### src/rtl/core/kts_pkg.sv
// shared constants, types, lfsr step and control store for the rank selector
package kts_pkg;

   localparam int MAX_ELEMENTS = 64;
   localparam int IDX_W        = (MAX_ELEMENTS > 1) ? $clog2(MAX_ELEMENTS) : 1;
   localparam int CNT_W        = $clog2(MAX_ELEMENTS + 1);
   localparam int VAL_W        = 32;
   localparam int RANK_W       = 7;
   localparam int RND_W        = 16;
   localparam int PROD_W       = RND_W + CNT_W;
   localparam int UPC_W        = 5;

   localparam logic [RND_W-1:0] LFSR_SEED = 16'hACE1;
   localparam logic [RND_W-1:0] LFSR_TAPS = 16'hB400;

   // memory read address select
   typedef enum logic [2:0] {
      RD_NONE = 3'd0,
      RD_PICK = 3'd1,
      RD_HI   = 3'd2,
      RD_J    = 3'd3,
      RD_ST   = 3'd4,
      RD_LO   = 3'd5
   } rd_type;

   // memory write address and data select
   typedef enum logic [2:0] {
      WR_NONE    = 3'd0,
      WR_PICK_RD = 3'd1,
      WR_HI_A    = 3'd2,
      WR_ST_A    = 3'd3,
      WR_J_B     = 3'd4,
      WR_ST_PV   = 3'd5
   } wr_type;

   // register actions
   typedef enum logic [3:0] {
      ACT_NONE     = 4'd0,
      ACT_RAND     = 4'd1,
      ACT_PICK     = 4'd2,
      ACT_A        = 4'd3,
      ACT_PV_INIT  = 4'd4,
      ACT_B        = 4'd5,
      ACT_ADV      = 4'd6,
      ACT_JINC     = 4'd7,
      ACT_NARROW   = 4'd8,
      ACT_DONE_PV  = 4'd9,
      ACT_DONE_RD  = 4'd10,
      ACT_DONE_ERR = 4'd11
   } act_type;

   // jump conditions
   typedef enum logic [2:0] {
      JC_NONE      = 3'd0,
      JC_ALWAYS    = 3'd1,
      JC_ERR       = 3'd2,
      JC_LO_GE_HI  = 3'd3,
      JC_J_EQ_HI   = 3'd4,
      JC_GT_PV     = 3'd5,
      JC_WANT_EQ_K = 3'd6
   } jc_type;

   typedef struct packed {
      rd_type           rd;
      wr_type           wr;
      act_type          act;
      jc_type           jc;
      logic [UPC_W-1:0] jt;
      logic             fin;
   } uword_type;

   typedef struct packed {
      logic err;
      logic lo_ge_hi;
      logic j_eq_hi;
      logic gt_pv;
      logic want_eq_k;
   } flags_type;

   typedef struct packed {
      logic busy;
      logic finish;
   } seq_stat_type;

   typedef struct packed {
      logic                    we;
      logic [IDX_W-1:0]        addr;
      logic signed [VAL_W-1:0] data;
   } load_type;

   typedef struct packed {
      logic              go;
      logic [CNT_W-1:0]  count;
      logic [RANK_W-1:0] rank;
   } start_type;

   // step addresses
   localparam logic [UPC_W-1:0] U_CHK     = 5'd0;
   localparam logic [UPC_W-1:0] U_TEST    = 5'd1;
   localparam logic [UPC_W-1:0] U_RAND    = 5'd2;
   localparam logic [UPC_W-1:0] U_PICK    = 5'd3;
   localparam logic [UPC_W-1:0] U_SWP_HI  = 5'd4;
   localparam logic [UPC_W-1:0] U_SWP_W1  = 5'd5;
   localparam logic [UPC_W-1:0] U_SWP_W2  = 5'd6;
   localparam logic [UPC_W-1:0] U_L0      = 5'd7;
   localparam logic [UPC_W-1:0] U_L1      = 5'd8;
   localparam logic [UPC_W-1:0] U_L2      = 5'd9;
   localparam logic [UPC_W-1:0] U_L3      = 5'd10;
   localparam logic [UPC_W-1:0] U_SKIP    = 5'd11;
   localparam logic [UPC_W-1:0] U_E0      = 5'd12;
   localparam logic [UPC_W-1:0] U_E1      = 5'd13;
   localparam logic [UPC_W-1:0] U_E2      = 5'd14;
   localparam logic [UPC_W-1:0] U_NARROW  = 5'd15;
   localparam logic [UPC_W-1:0] U_HIT     = 5'd16;
   localparam logic [UPC_W-1:0] U_FIN     = 5'd17;
   localparam logic [UPC_W-1:0] U_FIN2    = 5'd18;
   localparam logic [UPC_W-1:0] U_ERR     = 5'd19;

   function automatic logic [RND_W-1:0] lfsr_step(input logic [RND_W-1:0] s);
      logic [RND_W-1:0] t;
      t = s >> 1;
      if (s[0]) t = t ^ LFSR_TAPS;
      if (t == '0) t = LFSR_SEED;
      return t;
   endfunction

   function automatic uword_type mk_word(input rd_type rd, input wr_type wr,
                                         input act_type act, input jc_type jc,
                                         input logic [UPC_W-1:0] jt, input logic fin);
      uword_type w;
      w.rd  = rd;
      w.wr  = wr;
      w.act = act;
      w.jc  = jc;
      w.jt  = jt;
      w.fin = fin;
      return w;
   endfunction

   localparam uword_type UW_NOP = '{rd: RD_NONE, wr: WR_NONE, act: ACT_NONE,
                                    jc: JC_NONE, jt: U_CHK, fin: 1'b0};

   // control store
   function automatic uword_type ucode(input logic [UPC_W-1:0] upc);
      uword_type w;
      w = UW_NOP;
      unique case (upc)
         U_CHK:    w = mk_word(RD_NONE, WR_NONE,    ACT_NONE,     JC_ERR,       U_ERR,   1'b0);
         U_TEST:   w = mk_word(RD_NONE, WR_NONE,    ACT_NONE,     JC_LO_GE_HI,  U_FIN,   1'b0);
         U_RAND:   w = mk_word(RD_NONE, WR_NONE,    ACT_RAND,     JC_NONE,      U_CHK,   1'b0);
         U_PICK:   w = mk_word(RD_PICK, WR_NONE,    ACT_PICK,     JC_NONE,      U_CHK,   1'b0);
         U_SWP_HI: w = mk_word(RD_HI,   WR_NONE,    ACT_A,        JC_NONE,      U_CHK,   1'b0);
         U_SWP_W1: w = mk_word(RD_NONE, WR_PICK_RD, ACT_NONE,     JC_NONE,      U_CHK,   1'b0);
         U_SWP_W2: w = mk_word(RD_NONE, WR_HI_A,    ACT_PV_INIT,  JC_NONE,      U_CHK,   1'b0);
         U_L0:     w = mk_word(RD_J,    WR_NONE,    ACT_NONE,     JC_J_EQ_HI,   U_E0,    1'b0);
         U_L1:     w = mk_word(RD_ST,   WR_NONE,    ACT_A,        JC_GT_PV,     U_SKIP,  1'b0);
         U_L2:     w = mk_word(RD_NONE, WR_ST_A,    ACT_B,        JC_NONE,      U_CHK,   1'b0);
         U_L3:     w = mk_word(RD_NONE, WR_J_B,     ACT_ADV,      JC_ALWAYS,    U_L0,    1'b0);
         U_SKIP:   w = mk_word(RD_NONE, WR_NONE,    ACT_JINC,     JC_ALWAYS,    U_L0,    1'b0);
         U_E0:     w = mk_word(RD_ST,   WR_NONE,    ACT_NONE,     JC_NONE,      U_CHK,   1'b0);
         U_E1:     w = mk_word(RD_NONE, WR_ST_PV,   ACT_A,        JC_NONE,      U_CHK,   1'b0);
         U_E2:     w = mk_word(RD_NONE, WR_HI_A,    ACT_NONE,     JC_WANT_EQ_K, U_HIT,   1'b0);
         U_NARROW: w = mk_word(RD_NONE, WR_NONE,    ACT_NARROW,   JC_ALWAYS,    U_TEST,  1'b0);
         U_HIT:    w = mk_word(RD_NONE, WR_NONE,    ACT_DONE_PV,  JC_NONE,      U_CHK,   1'b1);
         U_FIN:    w = mk_word(RD_LO,   WR_NONE,    ACT_NONE,     JC_NONE,      U_CHK,   1'b0);
         U_FIN2:   w = mk_word(RD_NONE, WR_NONE,    ACT_DONE_RD,  JC_NONE,      U_CHK,   1'b1);
         U_ERR:    w = mk_word(RD_NONE, WR_NONE,    ACT_DONE_ERR, JC_NONE,      U_CHK,   1'b1);
         default:  w = mk_word(RD_NONE, WR_NONE,    ACT_DONE_ERR, JC_NONE,      U_CHK,   1'b1);
      endcase
      return w;
   endfunction

endpackage

### src/rtl/core/kts_if.sv
// request and response channel interfaces of the rank selector
interface kts_req_if;
   import kts_pkg::*;
   logic                     valid;
   logic                     ready;
   logic signed [VAL_W-1:0]  value;
   logic [RANK_W-1:0]        rank;
   logic                     last;

   modport source (output valid, value, rank, last, input ready);
   modport sink   (input valid, value, rank, last, output ready);
endinterface

interface kts_rsp_if;
   import kts_pkg::*;
   logic                     valid;
   logic                     ready;
   logic signed [VAL_W-1:0]  selected;
   logic                     rank_error;

   modport source (output valid, selected, rank_error, input ready);
   modport sink   (input valid, selected, rank_error, output ready);
endinterface

### src/rtl/core/kts_sequencer.sv
// step counter, control store lookup and conditional jumps
module kts_sequencer
   import kts_pkg::*;
(
   input  logic         clock,
   input  logic         reset,
   input  logic         start,
   input  logic         stall,
   input  flags_type    flags,
   output uword_type    cw,
   output logic         hold,
   output seq_stat_type stat
);

   logic [UPC_W-1:0] upc_ff, upc_in;
   logic             busy_ff, busy_in;
   uword_type        word;
   logic             take;

   assign word = busy_ff ? ucode(upc_ff) : UW_NOP;
   assign cw   = word;
   assign hold = busy_ff && word.fin && stall;

   always_comb begin
      unique case (word.jc)
         JC_NONE:      take = 1'b0;
         JC_ALWAYS:    take = 1'b1;
         JC_ERR:       take = flags.err;
         JC_LO_GE_HI:  take = flags.lo_ge_hi;
         JC_J_EQ_HI:   take = flags.j_eq_hi;
         JC_GT_PV:     take = flags.gt_pv;
         JC_WANT_EQ_K: take = flags.want_eq_k;
         default:      take = 1'b0;
      endcase
   end

   always_comb begin
      upc_in  = upc_ff;
      busy_in = busy_ff;
      if (start) begin
         upc_in  = U_CHK;
         busy_in = 1'b1;
      end else if (busy_ff && !hold) begin
         upc_in = take ? word.jt : upc_ff + UPC_W'(1);
         if (word.fin) busy_in = 1'b0;
      end
   end

   always_ff @(posedge clock) begin
      if (reset) begin
         upc_ff  <= U_CHK;
         busy_ff <= 1'b0;
      end else begin
         upc_ff  <= upc_in;
         busy_ff <= busy_in;
      end
   end

   assign stat.busy   = busy_ff;
   assign stat.finish = busy_ff && word.fin && !hold;

endmodule

### src/rtl/core/kts_datapath.sv
// element store, partition registers, pivot source and result mux
module kts_datapath
   import kts_pkg::*;
(
   input  logic                    clock,
   input  logic                    reset,
   input  load_type                load,
   input  start_type               start,
   input  uword_type               cw,
   input  logic                    hold,
   output flags_type               flags,
   output logic signed [VAL_W-1:0] res_value,
   output logic                    res_err
);

   logic signed [VAL_W-1:0] store_mem [MAX_ELEMENTS];

   logic [IDX_W-1:0]        lo_ff, hi_ff, j_ff, st_ff, pick_ff;
   logic [CNT_W-1:0]        want_ff;
   logic                    err_ff;
   logic signed [VAL_W-1:0] pv_ff, a_ff, b_ff, rdata_ff;
   logic [RND_W-1:0]        lfsr_ff, lfsr_in;
   logic [PROD_W-1:0]       prod_ff;

   logic [CNT_W-1:0]        span_c, k_c;
   logic [IDX_W-1:0]        pick_c, rd_addr, wr_addr;
   logic                    rd_en, wr_en;
   logic signed [VAL_W-1:0] wr_data;

   assign span_c  = CNT_W'(hi_ff) - CNT_W'(lo_ff) + CNT_W'(1);
   assign k_c     = CNT_W'(st_ff) - CNT_W'(lo_ff) + CNT_W'(1);
   assign pick_c  = lo_ff + prod_ff[RND_W +: IDX_W];
   assign lfsr_in = lfsr_step(lfsr_ff);

   assign flags.err       = err_ff;
   assign flags.lo_ge_hi  = lo_ff >= hi_ff;
   assign flags.j_eq_hi   = j_ff == hi_ff;
   assign flags.gt_pv     = rdata_ff > pv_ff;
   assign flags.want_eq_k = want_ff == k_c;

   // read port
   always_comb begin
      rd_en   = !hold && (cw.rd != RD_NONE);
      rd_addr = lo_ff;
      unique case (cw.rd)
         RD_NONE: rd_addr = lo_ff;
         RD_PICK: rd_addr = pick_c;
         RD_HI:   rd_addr = hi_ff;
         RD_J:    rd_addr = j_ff;
         RD_ST:   rd_addr = st_ff;
         RD_LO:   rd_addr = lo_ff;
         default: rd_addr = lo_ff;
      endcase
   end

   // write port, shared by loading and partitioning
   always_comb begin
      wr_en   = 1'b0;
      wr_addr = load.addr;
      wr_data = load.data;
      if (load.we) begin
         wr_en = 1'b1;
      end else if (!hold) begin
         unique case (cw.wr)
            WR_NONE:    wr_en = 1'b0;
            WR_PICK_RD: begin
               wr_en   = 1'b1;
               wr_addr = pick_ff;
               wr_data = rdata_ff;
            end
            WR_HI_A: begin
               wr_en   = 1'b1;
               wr_addr = hi_ff;
               wr_data = a_ff;
            end
            WR_ST_A: begin
               wr_en   = 1'b1;
               wr_addr = st_ff;
               wr_data = a_ff;
            end
            WR_J_B: begin
               wr_en   = 1'b1;
               wr_addr = j_ff;
               wr_data = b_ff;
            end
            WR_ST_PV: begin
               wr_en   = 1'b1;
               wr_addr = st_ff;
               wr_data = pv_ff;
            end
            default: wr_en = 1'b0;
         endcase
      end
   end

   always_ff @(posedge clock) begin
      if (wr_en) store_mem[wr_addr] <= wr_data;
      if (rd_en) rdata_ff <= store_mem[rd_addr];
   end

   always_ff @(posedge clock) begin
      if (reset) begin
         lfsr_ff <= LFSR_SEED;
      end else if (!hold && cw.act == ACT_RAND) begin
         lfsr_ff <= lfsr_in;
      end
   end

   always_ff @(posedge clock) begin
      if (start.go) begin
         lo_ff   <= '0;
         hi_ff   <= IDX_W'(start.count - CNT_W'(1));
         want_ff <= CNT_W'(start.rank);
         err_ff  <= (start.rank == '0) || (32'(start.rank) > 32'(start.count));
      end else if (!hold) begin
         unique case (cw.act)
            ACT_RAND:    prod_ff <= PROD_W'(lfsr_in) * PROD_W'(span_c);
            ACT_PICK:    pick_ff <= pick_c;
            ACT_A:       a_ff    <= rdata_ff;
            ACT_PV_INIT: begin
               pv_ff <= a_ff;
               j_ff  <= lo_ff;
               st_ff <= lo_ff;
            end
            ACT_B:       b_ff    <= rdata_ff;
            ACT_ADV: begin
               st_ff <= st_ff + IDX_W'(1);
               j_ff  <= j_ff + IDX_W'(1);
            end
            ACT_JINC:    j_ff    <= j_ff + IDX_W'(1);
            ACT_NARROW: begin
               if (want_ff < k_c) begin
                  hi_ff <= st_ff - IDX_W'(1);
               end else begin
                  want_ff <= want_ff - k_c;
                  lo_ff   <= st_ff + IDX_W'(1);
               end
            end
            ACT_NONE, ACT_DONE_PV, ACT_DONE_RD, ACT_DONE_ERR: begin
            end
            default: begin
            end
         endcase
      end
   end

   always_comb begin
      res_value = '0;
      res_err   = 1'b0;
      unique case (cw.act)
         ACT_DONE_PV:  res_value = pv_ff;
         ACT_DONE_RD:  res_value = rdata_ff;
         ACT_DONE_ERR: res_err   = 1'b1;
         default:      res_value = '0;
      endcase
   end

endmodule

### src/rtl/core/kth_smallest_select.sv
// top level of the rank selector: loading, sequencer, datapath and response register
//
// usage
//   req carries one signed 32-bit value per word; the word with last set
//   closes the set and its rank field names the wanted position, 1 being
//   the smallest. at most 64 values are kept, later ones are dropped.
//   rsp carries one word per closed set: the selected value, or zero with
//   rank_error set when rank is zero or above the number of kept values.
//   loading takes one word per cycle while req.ready is high. after the closing word req.ready
//   stays low while a microcoded quickselect runs over the element store,
//   which has a single read and a single write port. on an error the check
//   step jumps straight to the error step, which ends the selection. the
//   response sits in an output register; loading of the next set goes on
//   while it waits. if a new answer is ready while the previous one is
//   still not taken, the sequencer holds on its last step.
//   reset clears the count, the sequencer and the output valid flag and
//   reloads the pivot generator; the store needs no clearing.
module kth_smallest_select
   import kts_pkg::*;
(
   input  logic         clock,
   input  logic         reset,
   kts_req_if.sink      req,
   kts_rsp_if.source    rsp
);

   logic [CNT_W-1:0]        count_ff, count_in;
   logic                    rsp_valid_ff, rsp_valid_in;
   logic signed [VAL_W-1:0] rsp_sel_ff;
   logic                    rsp_err_ff;

   logic                    req_fire, keep, stall, hold;
   logic [CNT_W-1:0]        count_next;
   load_type                load;
   start_type               start;
   uword_type               cw;
   flags_type               flags;
   seq_stat_type            stat;
   logic signed [VAL_W-1:0] res_value;
   logic                    res_err;

   assign req.ready  = !stat.busy;
   assign req_fire   = req.valid && req.ready;
   assign keep       = count_ff < CNT_W'(MAX_ELEMENTS);
   assign count_next = count_ff + CNT_W'(keep);

   assign load.we   = req_fire && keep;
   assign load.addr = count_ff[IDX_W-1:0];
   assign load.data = req.value;

   assign start.go    = req_fire && req.last;
   assign start.count = count_next;
   assign start.rank  = req.rank;

   assign stall = rsp_valid_ff && !rsp.ready;

   always_comb begin
      count_in = count_ff;
      if (req_fire) count_in = req.last ? '0 : count_next;
   end

   always_comb begin
      rsp_valid_in = rsp_valid_ff;
      if (stat.finish) rsp_valid_in = 1'b1;
      else if (rsp.ready) rsp_valid_in = 1'b0;
   end

   always_ff @(posedge clock) begin
      if (reset) begin
         count_ff     <= '0;
         rsp_valid_ff <= 1'b0;
      end else begin
         count_ff     <= count_in;
         rsp_valid_ff <= rsp_valid_in;
      end
   end

   always_ff @(posedge clock) begin
      if (stat.finish) begin
         rsp_sel_ff <= res_value;
         rsp_err_ff <= res_err;
      end
   end

   assign rsp.valid      = rsp_valid_ff;
   assign rsp.selected   = rsp_sel_ff;
   assign rsp.rank_error = rsp_err_ff;

   kts_sequencer u_seq (
      .clock (clock),
      .reset (reset),
      .start (start.go),
      .stall (stall),
      .flags (flags),
      .cw    (cw),
      .hold  (hold),
      .stat  (stat)
   );

   kts_datapath u_dp (
      .clock     (clock),
      .reset     (reset),
      .load      (load),
      .start     (start),
      .cw        (cw),
      .hold      (hold),
      .flags     (flags),
      .res_value (res_value),
      .res_err   (res_err)
   );

   // closing word always starts the sequencer
   a_start_busy: assert property (@(posedge clock) disable iff (reset)
      req_fire && req.last |=> stat.busy)
      else $error("selection did not start after closing word");

   // fill count stays within the store
   a_count_cap: assert property (@(posedge clock) disable iff (reset)
      count_ff <= CNT_W'(MAX_ELEMENTS))
      else $error("element count beyond store depth");

   // an error answer carries a zero value
   a_err_zero: assert property (@(posedge clock) disable iff (reset)
      rsp_valid_ff && rsp_err_ff |-> rsp_sel_ff == '0)
      else $error("error response with nonzero value");

   // end of selection leaves an answer in the output register
   a_done_rsp: assert property (@(posedge clock) disable iff (reset)
      !$past(reset) && $fell(stat.busy) |-> rsp_valid_ff)
      else $error("selection ended without a response");

endmodule
### src/flat_wrapper.sv
// flat-port wrapper written by rule: the top's interface ports become plain ports
module kth_smallest_select_flat import kts_pkg::*;
  (clock, reset, req_valid, req_value, req_rank, req_last, req_ready, rsp_valid, rsp_selected, rsp_rank_error, rsp_ready);
  kts_req_if req_i ();
  kts_rsp_if rsp_i ();
  input  logic clock;
  input  logic reset;
  input wire logic [$bits(req_i.valid)-1:0] req_valid;
  input wire logic [$bits(req_i.value)-1:0] req_value;
  input wire logic [$bits(req_i.rank)-1:0] req_rank;
  input wire logic [$bits(req_i.last)-1:0] req_last;
  output wire logic [$bits(req_i.ready)-1:0] req_ready;
  output wire logic [$bits(rsp_i.valid)-1:0] rsp_valid;
  output wire logic [$bits(rsp_i.selected)-1:0] rsp_selected;
  output wire logic [$bits(rsp_i.rank_error)-1:0] rsp_rank_error;
  input wire logic [$bits(rsp_i.ready)-1:0] rsp_ready;
  assign req_i.valid = req_valid;
  assign req_i.value = req_value;
  assign req_i.rank = req_rank;
  assign req_i.last = req_last;
  assign req_ready = req_i.ready;
  assign rsp_valid = rsp_i.valid;
  assign rsp_selected = rsp_i.selected;
  assign rsp_rank_error = rsp_i.rank_error;
  assign rsp_i.ready = rsp_ready;
  kth_smallest_select u_core (.clock(clock), .reset(reset), .req(req_i), .rsp(rsp_i));
endmodule
### config.mk
export PLATFORM = sky130hd
export DESIGN_NAME = kth_smallest_select_flat
export DESIGN_NICKNAME = d
export VERILOG_FILES = /design/src/rtl/core/kts_pkg.sv /design/src/rtl/core/kts_if.sv /design/src/rtl/core/kts_sequencer.sv /design/src/rtl/core/kts_datapath.sv /design/src/rtl/core/kth_smallest_select.sv /design/src/flat_wrapper.sv
export SDC_FILE = /design/constraint.sdc
export NUM_CORES = 2
export LEC_CHECK = 0
export BUFFER_PORTS_ARGS = -buffer_cell sky130_fd_sc_hd__clkbuf_2
export CORE_MARGIN = 2
export CORE_UTILIZATION = 50
export DETAILED_ROUTE_END_ITERATION = 8
export PLACE_DENSITY = 0.68
export SETUP_SLACK_MARGIN = 0.2
export SKIP_LAST_GASP = 1
export SYNTH_ARGS = -nofsm -noshare
export SYNTH_HDL_FRONTEND = slang
export SYNTH_HIERARCHICAL = 1
export SYNTH_SLANG_ARGS = --single-unit
### constraint.sdc
create_clock -name clock -period 6.2 [get_ports clock]
set_input_delay 0.93 -clock clock [delete_from_list [all_inputs] [get_ports clock]]
set_output_delay 0.93 -clock clock [all_outputs]
set_load 0.005 [all_outputs]
==> metrics.txt <==
first-pass GRT wire length 369400 µm; Root Buffer clkbuf_16; Worst Hold Path Cells 0; FILL cells 14000; site row count 160; setup violators final 0; DR DRC count 0; shortest period the worst path allows 6.014 ns; worst vdd rail ir drop roughly 0.32 mV; # clock sinks 2301; Die X 440.5 µm; Core Util, Final a little under three fifths; Initial Util 50.21%; Layout area overhead 14.61%; crit path DAT 6.61 ns; CTS tree done; Comb power frac 6.3%; share of cells above drive strength 1 between 20% and 30%; status complete, no violations; cells after synthesis 5478; port bufs 78; Worst setup SP type flip-flop; sequential share of power 52.1%; Fin. Hold Viols 0; routed len/inst between 30 and 40 µm; # IOs 79; Max H-tree Level 4; Max-Cap Viols 0; final worst-path cycle share a little over nine tenths; crit end category flip-flop; Clock power frac 41.5%; Max stage delay on crit path approximately 0.5 ns; Slowest-stage cell, CP fa_1; total internal power between 20000 and 30000 µW; Max Freq 166.3 MHz; Design Area, Final 109200 µm²; die height 440.5 µm; Setup CP Type reg2reg; gr ovfl total 0; WL final 257600 µm; CORE AREA 189800 µm²; Static Leakage 0.03595 µW; Worst Path Required 6.79 ns; via/cell ratio 6.305; pin count of the biggest net entering global routing 130; switching part of the total 21.66%; Clock Tree Buf Depth 3; global-route usage over all layers 26.43%; Worst Reg-to-Reg Cells 27; CP Max Fanout 7; die area 194100 µm²; initial antenna violation count 15; Synth Cell Area ~95000 µm²; Post-Syn Nets 5722; vias in the first global route 52230; slew margin rel. 21.03%; area post-placement 101500 µm²; Worst-Margin Slew 1.185 ns; Slew Limit Fails 0; yosys synthesis warning count 6; Mean Syn Cell Area 17.39 µm²; Final Wtd Congestion 0.9028; NumNets Final roughly 6100; Clk pin slew, worst setup/hold paths roughly 0.060 ns; HPWL after DPL 159000 µm; pwr dens 301.5 nW/µm²; 1st-pass router iterations 6; ANT nets after route 0; worst skew pair latency 0.89 ns; TritonCTS Buffers 223; HP Class reg2reg; clk_skew between 0.04 and 0.05 ns; Iteration-0 DRC Markers between 8000 and 9000; unrepaired setup endpoints after global routing yes; Psw 7134 µW; via count about 54000
[worst max-delay path: cells and delay by family, from the launching register on]
family	cells	cell delay (ns)
adder cells (fa/ha/maj)	8	2.82
flip-flops	1	0.40
XOR/XNOR	2	0.40
AND/OR/NAND/NOR	4	0.82
buffers and inverters	9	0.72
AO/OA/AOI/OAI	4	0.59
[stage by stage]
| step | hold WS (ns) | total power [µW] | setup slack [ns] | TNS, ns | instances |
|---|---|---|---|---|---|
| after floorplan | 0.4273 | 18660 | 0.2132 | 0 | 5478 |
| after global placement | 0.4285 | 19310 | -0.1096 | -0.2095 | 8129 |
| after detailed placement | 0.4335 | 19350 | -0.1194 | -0.2346 | 8129 |
| after CTS | 0.4194 | 33010 | 0.2004 | 0 | 8550 |
| after global routing | 0.4574 | 33900 | -0.05592 | -0.1724 | 8555 |
| final | 0.4456 | 32930 | 0.1861 | 0 | 8559 |
[state kept, by name, summed over array words and instances (netlist names), named ones only]
register / count
u_core/u_dp/lfsr_ff: 16
u_core/u_dp/prod_ff: 6
u_core/u_dp/st_ff: 6
u_core/rsp.rank_error: 1
u_core/u_dp/hi_ff: 6
u_core/rsp.selected: 32
u_core/u_dp/err_ff: 1
u_core/u_dp/lo_ff: 6
u_core/u_dp/j_ff: 6
u_core/u_dp/b_ff: 32
u_core/u_seq/busy_ff: 1
u_core/rsp.valid: 1
u_core/count_ff: 7
u_core/u_dp/store_mem: 2048
u_core/u_dp/rdata_ff: 32
u_core/u_dp/pick_ff: 6
u_core/u_seq/upc_ff: 5
u_core/u_dp/pv_ff: 32
u_core/u_dp/a_ff: 32
u_core/u_dp/want_ff: 7
[power groups by stage]
stage               logic [µW]  registers [µW]  clock network (µW)
finish                    2090           17200               13700
global route              2310           17200               14400
CTS                       2000           17200               13800
detailed placement        1860           17500                   0
global placement          1820           17500                   0
floorplan                 1150           17500                   0
[path summary, 6_finish.rpt]
path	startpoint	to	slack, ns
max	u_core/u_dp/hi_ff[1]	u_core/u_dp/prod_ff[18]	0.19
min	u_core/u_dp/a_ff[31]	u_core/u_dp/pv_ff[31]	0.45
max reg2reg	u_core/u_dp/hi_ff[1]	u_core/u_dp/prod_ff[18]	0.19
min reg2reg	u_core/u_dp/a_ff[31]	u_core/u_dp/pv_ff[31]	0.45
[per-layer routing]
layer / vias up / part of all wire (%) / wire, µm / GRT usage (%)
li1: 22390 / - / - / -
met4: 4 / 4.2 / 10820 / 10.34
met3: 467 / 11 / 27360 / 5.049
met1: 28050 / 39 / 101000 / 38.02
met5: - / 0.0085 / 22 / 0
met2: 3052 / 46 / 118400 / 40.22
[layout by cell type, fill, tap and decap left out, types with 28 or more instances in the layout]
master / n
a31oi_1: 40
a31oi_4: 33
a211oi_1: 36
nand2b_1: 35
nor3_1: 33
mux4_2: 409
mux2i_1: 117
xnor2_1: 33
a22o_1: 52
nor2_1: 160
and2_1: 30
and3_1: 75
clkbuf_2: 78
clkinv_2: 40
nor2_4: 66
nand2_1: 584
a221oi_1: 35
a21oi_1: 144
clkbuf_1: 50
nand3_1: 106
buf_4: 324
clkinv_1: 46
clkbuf_16: 226
buf_12: 34
a22oi_1: 102
nand4_1: 48
inv_1: 173
ha_1: 121
o22ai_1: 28
dfxtp_1: 53
edfxtp_1: 2247
fa_1: 70
o21ai_0: 36
[cell type report]
type	count	area (µm²)	share of cell area, %
sequential	2301	68560	62.77
multi-input combinational	2706	25870	23.69
clock buffer	277	5857	5.363
timing repair buffer	441	3560	3.259
tap	2511	3142	2.877
clock inverter	137	1534	1.405
inverter	182	683.2	0.6255
antenna	4	10.01	0.009165
[repair_timing]
| item | CTS | global route |
|---|---|---|
| gates resized for setup | 25 | 20 |
| pin swaps | 20 | 23 |
| buffers inserted | 7 | 5 |
| hold buffers | 0 | 0 |
| setup endpoints to repair | 4 | 6 |
Note: power is estimated with default switching activity, not from simulation.
